[src/hdl/lfu_pkg.sv]
// ----------------------------------------------------------------------------
// lfu_pkg
// Shared types, constants and helpers for the LFU page replacement unit.
// ----------------------------------------------------------------------------
package lfu_pkg;

  // Default sizing
  localparam int NUM_FRAMES_DEF = 16;
  localparam int PAGE_BITS_DEF  = 16;

  // Fixed field widths
  localparam int PAGE_ID_W   = 16;
  localparam int CNT_W       = 32;
  localparam int CFG_W       = 5;
  localparam int IN_TDATA_W  = 16;
  localparam int OUT_TDATA_W = 80;
  localparam int OUT_TUSER_W = 2;

  // Bit positions in out_tuser
  localparam int TUSER_HIT = 0;
  localparam int TUSER_EVV = 1;

  localparam logic [CFG_W-1:0] CFG_RESET = 5'd16;
  localparam logic [CNT_W-1:0] CNT_MAX   = 32'hFFFF_FFFF;
  localparam logic [CNT_W-1:0] CNT_ONE   = 32'd1;

  // Controller states
  typedef enum logic [1:0] {
    ST_IDLE,
    ST_SCAN,
    ST_LAST,
    ST_COMMIT
  } lfu_state_t;

  // Controller -> datapath
  typedef struct packed {
    logic accept;   // latch new reference, clear scan trackers
    logic issue;    // read one frame, advance scan address
    logic commit;   // write frame, update totals, load result
  } lfu_cmd_t;

  // Datapath -> controller
  typedef struct packed {
    logic issue_last;  // current scan address is the last active frame
    logic out_free;    // result register can take a new item
  } lfu_sts_t;

  // Saturating increment for use counts and totals
  function automatic logic [CNT_W-1:0] sat_inc(input logic [CNT_W-1:0] v);
    return (v == CNT_MAX) ? v : v + CNT_ONE;
  endfunction

endpackage

[src/hdl/lfu_ram.sv]
// ----------------------------------------------------------------------------
// lfu_ram
// Generic single-write, single-read RAM with registered read data.
// ----------------------------------------------------------------------------
module lfu_ram #(
  parameter int WIDTH = 8,
  parameter int DEPTH = 16
) (
  input  logic                                  clk,
  input  logic                                  we,
  input  logic [((DEPTH > 1) ? $clog2(DEPTH) : 1)-1:0] waddr,
  input  logic [WIDTH-1:0]                      wdata,
  input  logic                                  re,
  input  logic [((DEPTH > 1) ? $clog2(DEPTH) : 1)-1:0] raddr,
  output logic [WIDTH-1:0]                      rdata
);

  logic [WIDTH-1:0] mem_r [DEPTH];
  logic [WIDTH-1:0] rdata_r;

  always_ff @(posedge clk) begin
    if (we) begin
      mem_r[waddr] <= wdata;
    end
    if (re) begin
      rdata_r <= mem_r[raddr];
    end
  end

  assign rdata = rdata_r;

endmodule

[src/hdl/lfu_ctrl.sv]
// ----------------------------------------------------------------------------
// lfu_ctrl
// Sequencer: accept a reference, scan active frames, then commit the result.
// ----------------------------------------------------------------------------
module lfu_ctrl (
  input  logic              clk,
  input  logic              rst_n,
  input  logic              in_tvalid,
  output logic              in_tready,
  input  lfu_pkg::lfu_sts_t sts,
  output lfu_pkg::lfu_cmd_t cmd
);

  lfu_pkg::lfu_state_t state_r, state_nxt;

  // State register
  always_ff @(posedge clk) begin
    if (!rst_n) begin
      state_r <= lfu_pkg::ST_IDLE;
    end else begin
      state_r <= state_nxt;
    end
  end

  // Next state and commands
  always_comb begin
    state_nxt = state_r;
    cmd       = '0;
    in_tready = 1'b0;
    unique case (state_r)
      lfu_pkg::ST_IDLE: begin
        in_tready = 1'b1;
        if (in_tvalid) begin
          cmd.accept = 1'b1;
          state_nxt  = lfu_pkg::ST_SCAN;
        end
      end
      lfu_pkg::ST_SCAN: begin
        cmd.issue = 1'b1;
        if (sts.issue_last) begin
          state_nxt = lfu_pkg::ST_LAST;
        end
      end
      // last frame's read data is evaluated here
      lfu_pkg::ST_LAST: begin
        state_nxt = lfu_pkg::ST_COMMIT;
      end
      lfu_pkg::ST_COMMIT: begin
        if (sts.out_free) begin
          cmd.commit = 1'b1;
          state_nxt  = lfu_pkg::ST_IDLE;
        end
      end
    endcase
  end

endmodule

[src/hdl/lfu_dpath.sv]
// ----------------------------------------------------------------------------
// lfu_dpath
// Frame store, scan trackers (hit, empty slot, LFU victim), totals and result.
// ----------------------------------------------------------------------------
module lfu_dpath #(
  parameter int NUM_FRAMES = lfu_pkg::NUM_FRAMES_DEF,
  parameter int PAGE_BITS  = lfu_pkg::PAGE_BITS_DEF
) (
  input  logic                            clk,
  input  logic                            rst_n,
  input  lfu_pkg::lfu_cmd_t               cmd,
  output lfu_pkg::lfu_sts_t               sts,
  input  logic [lfu_pkg::IN_TDATA_W-1:0]  in_tdata,
  input  logic                            cfg_valid,
  input  logic [lfu_pkg::CFG_W-1:0]       cfg_data,
  output logic                            out_tvalid,
  input  logic                            out_tready,
  output logic [lfu_pkg::OUT_TDATA_W-1:0] out_tdata,
  output logic [lfu_pkg::OUT_TUSER_W-1:0] out_tuser
);

  localparam int PG_W  = (PAGE_BITS < lfu_pkg::PAGE_ID_W) ? PAGE_BITS : lfu_pkg::PAGE_ID_W;
  localparam int FW    = (NUM_FRAMES > 1) ? $clog2(NUM_FRAMES) : 1;
  localparam int CW    = $clog2(NUM_FRAMES + 1);
  localparam int NW    = (CW > lfu_pkg::CFG_W) ? CW : lfu_pkg::CFG_W;
  localparam int CNT_W = lfu_pkg::CNT_W;
  localparam int WORD_W = PG_W + 2 * CNT_W;

  // Configuration register
  logic [lfu_pkg::CFG_W-1:0] cfg_r;

  always_ff @(posedge clk) begin
    if (!rst_n) begin
      cfg_r <= lfu_pkg::CFG_RESET;
    end else if (cfg_valid) begin
      cfg_r <= cfg_data;
    end
  end

  // Active frame count, clamped to 1..NUM_FRAMES
  logic [NW-1:0] cfg_w;
  logic [CW-1:0] n_act;

  always_comb begin
    cfg_w = NW'(cfg_r);
    if (cfg_w == '0) begin
      n_act = CW'(1);
    end else if (cfg_w > NW'(NUM_FRAMES)) begin
      n_act = CW'(NUM_FRAMES);
    end else begin
      n_act = CW'(cfg_w);
    end
  end

  // Reference latch and scan address
  logic [PG_W-1:0] pg_r;
  logic [FW-1:0]   addr_r;
  logic [FW-1:0]   idx_r;
  logic            rd_vld_r;

  always_ff @(posedge clk) begin
    if (cmd.accept) begin
      pg_r <= PG_W'(in_tdata);
    end
    if (cmd.accept) begin
      addr_r <= '0;
    end else if (cmd.issue) begin
      addr_r <= addr_r + FW'(1);
    end
    if (cmd.issue) begin
      idx_r <= addr_r;
    end
  end

  always_ff @(posedge clk) begin
    if (!rst_n) begin
      rd_vld_r <= 1'b0;
    end else begin
      rd_vld_r <= cmd.issue;
    end
  end

  assign sts.issue_last = (CW'(addr_r) == (n_act - CW'(1)));

  // Frame store: {load index, use count, page}
  logic              ram_we;
  logic [FW-1:0]     ram_waddr;
  logic [WORD_W-1:0] ram_wdata;
  logic [WORD_W-1:0] ram_rdata;

  lfu_ram #(
    .WIDTH (WORD_W),
    .DEPTH (NUM_FRAMES)
  ) u_frames (
    .clk   (clk),
    .we    (ram_we),
    .waddr (ram_waddr),
    .wdata (ram_wdata),
    .re    (cmd.issue),
    .raddr (addr_r),
    .rdata (ram_rdata)
  );

  logic [PG_W-1:0]  rd_page;
  logic [CNT_W-1:0] rd_cnt;
  logic [CNT_W-1:0] rd_ld;

  assign rd_page = ram_rdata[PG_W-1:0];
  assign rd_cnt  = ram_rdata[PG_W +: CNT_W];
  assign rd_ld   = ram_rdata[PG_W + CNT_W +: CNT_W];

  // Valid bits, cleared at reset
  logic [NUM_FRAMES-1:0] valid_r;
  logic                  rd_valid;

  assign rd_valid = valid_r[idx_r];

  // Scan trackers
  logic             found_r,  found_nxt;
  logic [FW-1:0]    fnd_idx_r, fnd_idx_nxt;
  logic [CNT_W-1:0] fnd_cnt_r, fnd_cnt_nxt;
  logic [CNT_W-1:0] fnd_ld_r,  fnd_ld_nxt;
  logic             empty_r,  empty_nxt;
  logic [FW-1:0]    emp_idx_r, emp_idx_nxt;
  logic             vic_r,    vic_nxt;
  logic [FW-1:0]    vic_idx_r, vic_idx_nxt;
  logic [CNT_W-1:0] vic_cnt_r, vic_cnt_nxt;
  logic [CNT_W-1:0] vic_ld_r,  vic_ld_nxt;
  logic [PG_W-1:0]  vic_pg_r,  vic_pg_nxt;

  // Evaluate one returned frame per cycle
  always_comb begin
    found_nxt   = found_r;
    fnd_idx_nxt = fnd_idx_r;
    fnd_cnt_nxt = fnd_cnt_r;
    fnd_ld_nxt  = fnd_ld_r;
    empty_nxt   = empty_r;
    emp_idx_nxt = emp_idx_r;
    vic_nxt     = vic_r;
    vic_idx_nxt = vic_idx_r;
    vic_cnt_nxt = vic_cnt_r;
    vic_ld_nxt  = vic_ld_r;
    vic_pg_nxt  = vic_pg_r;
    if (cmd.accept) begin
      found_nxt = 1'b0;
      empty_nxt = 1'b0;
      vic_nxt   = 1'b0;
    end else if (rd_vld_r) begin
      if (rd_valid) begin
        // first resident match
        if (!found_r && rd_page == pg_r) begin
          found_nxt   = 1'b1;
          fnd_idx_nxt = idx_r;
          fnd_cnt_nxt = rd_cnt;
          fnd_ld_nxt  = rd_ld;
        end
        // strictly smaller (count, load index) wins; ties keep lower frame
        if (!vic_r || rd_cnt < vic_cnt_r ||
            (rd_cnt == vic_cnt_r && rd_ld < vic_ld_r)) begin
          vic_nxt     = 1'b1;
          vic_idx_nxt = idx_r;
          vic_cnt_nxt = rd_cnt;
          vic_ld_nxt  = rd_ld;
          vic_pg_nxt  = rd_page;
        end
      end else if (!empty_r) begin
        empty_nxt   = 1'b1;
        emp_idx_nxt = idx_r;
      end
    end
  end

  always_ff @(posedge clk) begin
    if (!rst_n) begin
      found_r <= 1'b0;
      empty_r <= 1'b0;
      vic_r   <= 1'b0;
    end else begin
      found_r <= found_nxt;
      empty_r <= empty_nxt;
      vic_r   <= vic_nxt;
    end
  end

  always_ff @(posedge clk) begin
    fnd_idx_r <= fnd_idx_nxt;
    fnd_cnt_r <= fnd_cnt_nxt;
    fnd_ld_r  <= fnd_ld_nxt;
    emp_idx_r <= emp_idx_nxt;
    vic_idx_r <= vic_idx_nxt;
    vic_cnt_r <= vic_cnt_nxt;
    vic_ld_r  <= vic_ld_nxt;
    vic_pg_r  <= vic_pg_nxt;
  end

  // Commit: frame write and result values
  logic [CNT_W-1:0] ref_idx_r;
  logic [CNT_W-1:0] hit_tot_r, fault_tot_r;
  logic [CNT_W-1:0] hit_tot_nxt, fault_tot_nxt;
  logic             ev_valid;
  logic [lfu_pkg::PAGE_ID_W-1:0] ev_page;

  always_comb begin
    ram_we        = cmd.commit;
    hit_tot_nxt   = hit_tot_r;
    fault_tot_nxt = fault_tot_r;
    ev_valid      = 1'b0;
    ev_page       = '0;
    if (found_r) begin
      ram_waddr   = fnd_idx_r;
      ram_wdata   = {fnd_ld_r, lfu_pkg::sat_inc(fnd_cnt_r), pg_r};
      hit_tot_nxt = lfu_pkg::sat_inc(hit_tot_r);
    end else begin
      ram_waddr     = empty_r ? emp_idx_r : vic_idx_r;
      ram_wdata     = {ref_idx_r, lfu_pkg::CNT_ONE, pg_r};
      fault_tot_nxt = lfu_pkg::sat_inc(fault_tot_r);
      if (!empty_r) begin
        ev_valid = 1'b1;
        ev_page  = lfu_pkg::PAGE_ID_W'(vic_pg_r);
      end
    end
  end

  always_ff @(posedge clk) begin
    if (!rst_n) begin
      valid_r     <= '0;
      ref_idx_r   <= '0;
      hit_tot_r   <= '0;
      fault_tot_r <= '0;
    end else if (cmd.commit) begin
      valid_r[ram_waddr] <= 1'b1;
      ref_idx_r          <= ref_idx_r + lfu_pkg::CNT_ONE;
      hit_tot_r          <= hit_tot_nxt;
      fault_tot_r        <= fault_tot_nxt;
    end
  end

  // Result register
  logic                            out_vld_r;
  logic [lfu_pkg::OUT_TDATA_W-1:0] out_data_r;
  logic [lfu_pkg::OUT_TUSER_W-1:0] out_user_r;

  always_ff @(posedge clk) begin
    if (!rst_n) begin
      out_vld_r <= 1'b0;
    end else if (cmd.commit) begin
      out_vld_r <= 1'b1;
    end else if (out_tready) begin
      out_vld_r <= 1'b0;
    end
  end

  always_ff @(posedge clk) begin
    if (cmd.commit) begin
      out_data_r <= {fault_tot_nxt, hit_tot_nxt, ev_page};
      out_user_r <= {ev_valid, found_r};
    end
  end

  assign sts.out_free = !out_vld_r || out_tready;
  assign out_tvalid   = out_vld_r;
  assign out_tdata    = out_data_r;
  assign out_tuser    = out_user_r;

endmodule

[src/hdl/lfu_page_replacement_unit.sv]
// ----------------------------------------------------------------------------
// lfu_page_replacement_unit
// Least-frequently-used page replacement over a RAM-backed frame table.
// ----------------------------------------------------------------------------
//
//  channel | dir | signals                        | content
//  --------+-----+--------------------------------+-----------------------------
//  in      | in  | in_tvalid/tready/tdata[15:0]   | page_id
//  out     | out | out_tvalid/tready/tdata[79:0]  | evicted_page, hit_count,
//          |     | out_tuser[1:0]                 | fault_count; hit, evicted_valid
//  cfg     | in  | cfg_valid/ready/data[4:0]      | frames_in_use
//
//  An item passes through accept, a scan with one frame table read per cycle
//  over the N active frames, a wait for the last read to return, and commit.
//  Reset (rst_n low, synchronous) empties all frames and clears the totals.
//  A stalled result holds in the output register; the next item is accepted
//  meanwhile and waits in commit until the output register frees.
// ----------------------------------------------------------------------------
module lfu_page_replacement_unit #(
  parameter int NUM_FRAMES = lfu_pkg::NUM_FRAMES_DEF,
  parameter int PAGE_BITS  = lfu_pkg::PAGE_BITS_DEF
) (
  input  logic                            clk,
  input  logic                            rst_n,
  // [15:0] page_id
  input  logic                            in_tvalid,
  output logic                            in_tready,
  input  logic [lfu_pkg::IN_TDATA_W-1:0]  in_tdata,
  // [15:0] evicted_page, [47:16] hit_count, [79:48] fault_count
  output logic                            out_tvalid,
  input  logic                            out_tready,
  output logic [lfu_pkg::OUT_TDATA_W-1:0] out_tdata,
  // [0] hit, [1] evicted_valid
  output logic [lfu_pkg::OUT_TUSER_W-1:0] out_tuser,
  // frames_in_use
  input  logic                            cfg_valid,
  output logic                            cfg_ready,
  input  logic [lfu_pkg::CFG_W-1:0]       cfg_data
);

  lfu_pkg::lfu_cmd_t cmd;
  lfu_pkg::lfu_sts_t sts;

  assign cfg_ready = 1'b1;

  lfu_ctrl u_ctrl (
    .clk       (clk),
    .rst_n     (rst_n),
    .in_tvalid (in_tvalid),
    .in_tready (in_tready),
    .sts       (sts),
    .cmd       (cmd)
  );

  lfu_dpath #(
    .NUM_FRAMES (NUM_FRAMES),
    .PAGE_BITS  (PAGE_BITS)
  ) u_dpath (
    .clk        (clk),
    .rst_n      (rst_n),
    .cmd        (cmd),
    .sts        (sts),
    .in_tdata   (in_tdata),
    .cfg_valid  (cfg_valid),
    .cfg_data   (cfg_data),
    .out_tvalid (out_tvalid),
    .out_tready (out_tready),
    .out_tdata  (out_tdata),
    .out_tuser  (out_tuser)
  );

  // A taken item starts a scan, so the input closes the next cycle
  a_accept_closes: assert property (@(posedge clk) disable iff (!rst_n)
    (in_tvalid && in_tready) |=> !in_tready)
    else $error("input still open after accepting an item");

  // A hit never reports an eviction
  a_hit_no_evict: assert property (@(posedge clk) disable iff (!rst_n)
    out_tvalid |-> !(out_tuser[lfu_pkg::TUSER_HIT] && out_tuser[lfu_pkg::TUSER_EVV]))
    else $error("hit and eviction flagged together");

  // No eviction means a zero evicted page
  a_evict_page_zero: assert property (@(posedge clk) disable iff (!rst_n)
    (out_tvalid && !out_tuser[lfu_pkg::TUSER_EVV]) |-> (out_tdata[15:0] == '0))
    else $error("evicted page nonzero without eviction");

  // Commit happens only when the result register can take it
  a_commit_free: assert property (@(posedge clk) disable iff (!rst_n)
    cmd.commit |-> (!out_tvalid || out_tready))
    else $error("result overwritten while stalled");

endmodule
[config.mk]
export PLATFORM = sky130hd
export DESIGN_NAME = lfu_page_replacement_unit
export DESIGN_NICKNAME = d
export VERILOG_FILES = /design/src/hdl/lfu_pkg.sv /design/src/hdl/lfu_ram.sv /design/src/hdl/lfu_ctrl.sv /design/src/hdl/lfu_dpath.sv /design/src/hdl/lfu_page_replacement_unit.sv
export SDC_FILE = /design/constraint.sdc
export NUM_CORES = 2
export LEC_CHECK = 0
export BUFFER_PORTS_ARGS = -buffer_cell sky130_fd_sc_hd__buf_4
export CORE_ASPECT_RATIO = 0.6
export CORE_MARGIN = 5
export CORE_UTILIZATION = 40
export DETAILED_ROUTE_END_ITERATION = 12
export PLACE_DENSITY = 0.62
export RECOVER_POWER = 25
export SETUP_SLACK_MARGIN = 0.3
export SYNTH_ARGS = -nofsm -noshare
export SYNTH_HDL_FRONTEND = slang
export SYNTH_SLANG_ARGS = --single-unit
[constraint.sdc]
create_clock -name clk -period 7.6 [get_ports clk]
set_input_delay 0.76 -clock clk [delete_from_list [all_inputs] [get_ports clk]]
set_output_delay 0.76 -clock clk [all_outputs]
set_load 0.03 [all_outputs]
==> results.yml <==
routing:
  avgRoutedWirePerCell_um: 25.7
  dr_total_vias: 33400
  ant_nets: 0
  drt_iter0_markers: 3754
  dr.pass1.iters: 5
  routed_wl_um: 154000
  drt_drc_violations_left: 0
  via_per_inst: 5.55
layout:
  n_fill_cell: 14300
  fin_nets: 3729
  area_growth_pct: 12.9
  final_util_pct: 45.4
  drive_above_1_share_pct: 21.7
die:
  die_h_um: 330
  initial_core_util_pct: 40.2
  io_pins: 111
  coreArea_um2: 170000
  num_rows: 117
  fp.dieW_um: 543
  die_area_um2: 179000
logic_synthesis:
  synth_nets: 3541
  yosysUniqueCellTypes: 68
  synth.most_common_cell: "edfxtp_1"
  synth_top_area_share_pct: 71.2
  netlist_instances: 3442
  yosys_register_bits: 1746
  syn-cell-area_um2: 68200
  synth_edf_count: 1618
  synth.avg_cell_area_um2: 19.8
  ys.warnings.count: 0
  synthArstFlopShare_pct: 0
  synth_top_area_cell: "edfxtp_1"
  yosys-top-cells-count: "edfxtp_1 (1618), mux4_2 (404), nor2_1 (158)"
  synthTopCellsByArea: "edfxtp_1 (71%), mux4_2 (13%), dfxtp_1 (3.8%)"
  seq_area_frac_synth_pct: 75.0
  ys.flop_type: "edfxtp_1"
cts:
  clock-sinks: 1746
  clkTransAtPathRegs_ps: 60
  numCtsBuffers: 167
  root_buffer: "clkbuf_16"
  clockBufferDepth: 4
  postCtsResizedCells: 0
  cts_tree: "done"
  cts_setup_buffers: 0
  ctsHoldBuffers: 0
  htreeDepth: 4
  clk_latency_ps: 820
grt:
  grtUsageMet3_pct: 3.78
  grtUsageMet1_pct: 27.5
  grt_max_degree: 128
  grt_pass1_wl_um: 226000
  grt_util_met2_pct: 23.7
  grt_usage_pct: 17.1
  top_usage_layer: "met1"
  overflow: 0
  antenna_found_initial: 8
  grt_pass1_vias: 32900
flow_run:
  maxCapViolations: 8
setup_path:
  critPathSlowestCell: "clkbuf_1"
  crit_type: "in -> reg"
  crit_start: "rst_n"
  reg2reg_depth: 6
  path_cells: "clkbuf_1 > inv_1 > clkbuf_1 > or4_1 > nand2_1"
  path_common_cell: "clkbuf_1"
  critPathMaxStageDelay_ps: 1750
  endpoint: "u_dpath.hit_tot_r[16]"
  critPathArrivalTime_ps: 6070
  cp.required_ps: 8350
  critPathCaptureType: "register"
  r2r_start: "u_dpath.found_r"
  r2r_end: "u_dpath.u_frames.mem_r[15][30]"
  worstSetupStartpointType: "input port"
  rrSetupSlack_ps: 2690
  crit_path_max_fanout: 69
sta:
  slew_headroom_pct: -195
  fin_skew_ps: 77.7
  rsz0062_at_grt: "false"
  finalSetupViolations: 0
  fin_setup_tns_ps: 0
  tightest_slew_ps: 4420
  fin_crit_sh_pct: 70.0
  fmax_mhz: 188
  final.min_clock_period_ps: 5320
  slew_viol_final: 341
  final.setup.worst_slack_ps: 2280
  hold_viol: 0
placement:
  place.gp.congestion: 0.808
  pre_cts_ws_ps: 2980
  hpwl_um: 86900
  io_buffers: 109
power:
  p_switching_mw: 5.42
  p_per_area_nw_per_um2: 288
  switching_share_pct: 24.5
  vdd_drop_max_uv: 259
  p_int_mw: 16.7
  p_leak_nw: 25.9
  comb_power_share_pct: 13.1
  pwr-share-seq_pct: 50.9
  p_clk_share_pct: 36.0
status:
  status: "finished, violations left"
  violations: "capacitance limit, slew limit"
hold_path:
  hp-class: "in -> reg"
[layer usage]
layer / routed length [µm] / share of wire [%] / up-vias
met5: 12 / 0.0078 / -
met4: 2760 / 1.8 / 2
met3: 12300 / 8.0 / 199
met2: 65300 / 42 / 1229
met1: 74000 / 48 / 17700
li1: - / - / 14300
[cell families after synthesis]
| family | after synthesis | synth area share [%] |
|---|---|---|
| flops | 1746 | 75.0 |
| simple gates | 577 | 4.20 |
| mux | 458 | 14.2 |
| buf+inv | 235 | 1.35 |
| compound gates | 185 | 1.78 |
| xor+xnor | 167 | 2.14 |
| fa+ha+maj | 73 | 1.34 |
| other cells | 1 | 0.00550 |
[through the flow]
| step | hold slack, ps | std cells | cell area [µm²] | total power, mW |
|---|---|---|---|---|
| 6_report | 132 | 6009 | 77000 | 22.1 |
| 5_1_grt | 93.1 | 6009 | 77000 | 23.0 |
| 4_1_cts | 54.1 | 6008 | 77200 | 22.4 |
| 3_5_place_dp | 448 | 5722 | 72000 | 14.4 |
| 3_3_place_gp | 442 | 5722 | 72000 | 14.4 |
| 2_1_floorplan | 403 | 3442 | 68200 | 13.5 |
[registers in the layout, summed over array words and instances, names as in the netlist, 4 cells and up]
| name | count |
|---|---|
| u_dpath.fnd_ld_r | 32 |
| u_dpath.u_frames.mem_r | 1280 |
| u_dpath.u_frames.rdata | 80 |
| u_dpath.ref_idx_r | 32 |
| u_dpath.emp_idx_r | 4 |
| u_dpath.fnd_idx_r | 4 |
| u_dpath.vic_cnt_r | 32 |
| u_dpath.vic_pg_r | 16 |
| u_dpath.cfg_r | 5 |
| u_dpath.pg_r | 16 |
| u_dpath.fault_tot_r | 32 |
| u_dpath.hit_tot_r | 32 |
| u_dpath.out_tdata | 80 |
| u_dpath.valid_r | 16 |
| u_dpath.fnd_cnt_r | 32 |
| u_dpath.vic_ld_r | 32 |
| u_dpath.addr_r | 4 |
| u_dpath.idx_r | 4 |
| u_dpath.vic_idx_r | 4 |
[how the worst min path moves through the flow]
stage	from	end	slack (ps)	cells past startpoint
6_report	in_tdata[8]	u_dpath.pg_r[8]	130	1
3_5_place_dp	u_dpath.valid_r[14]	u_dpath.valid_r[14]	450	1
3_3_place_gp	u_dpath.valid_r[14]	u_dpath.valid_r[14]	440	1
2_1_floorplan	u_dpath.found_r	u_dpath.out_tuser[0]	400	0
4_1_cts	in_tdata[8]	u_dpath.pg_r[8]	50	1
5_1_grt	in_tdata[8]	u_dpath.pg_r[8]	90	1
[final cells by class]
| class | instances | area (µm²) | area share, % |
|---|---|---|---|
| multi-input combinational | 1461 | 16300 | 21.1 |
| tap | 2261 | 2830 | 3.67 |
| clock buffer | 207 | 4450 | 5.78 |
| inverter | 87 | 329 | 0.427 |
| antenna | 1 | 2.50 | 0.00325 |
| clock inverter | 79 | 673 | 0.874 |
| sequential | 1746 | 51200 | 66.5 |
| timing repair buffer | 167 | 1260 | 1.63 |
[power groups by stage]
stage / Clock, mW / Sequential [mW] / Combinational [mW]
2_1_floorplan: 0 / 11.3 / 2.15
3_3_place_gp: 0 / 11.5 / 2.96
3_5_place_dp: 0 / 11.5 / 2.97
4_1_cts: 8.15 / 11.3 / 2.98
5_1_grt: 8.57 / 11.3 / 3.13
6_report: 7.96 / 11.3 / 2.90
[worst max-delay path, delay by kind of cell]
family                 cells  cell delay [ps]
buffers and inverters      3             4180
and+or+nand+nor            2             1040
[cell usage in the layout (no fill, tap or decap), drive strengths merged, types with 3 or more instances in the layout]
master	count
xor2	84
nand4	55
a21o	6
nor2b	6
mux2	33
mux4	404
dfxtp	128
buf	112
and4	10
nand3	67
or2	3
edfxtp	1618
ha	73
and2	34
o2111ai	3
o31ai	9
nor4	15
or4	13
a21oi	59
xnor2	83
nor2	159
or3	19
nand2	120
o21a	23
inv	90
o21ai	37
mux2i	21
o211ai	14
a31oi	8
clkinv	59
nand2b	13
nor3	39
and3	18
clkbuf	262
a211oi	10
bufinv	9
clkinvlp	8
Note: power is estimated with default switching activity, not from simulation.
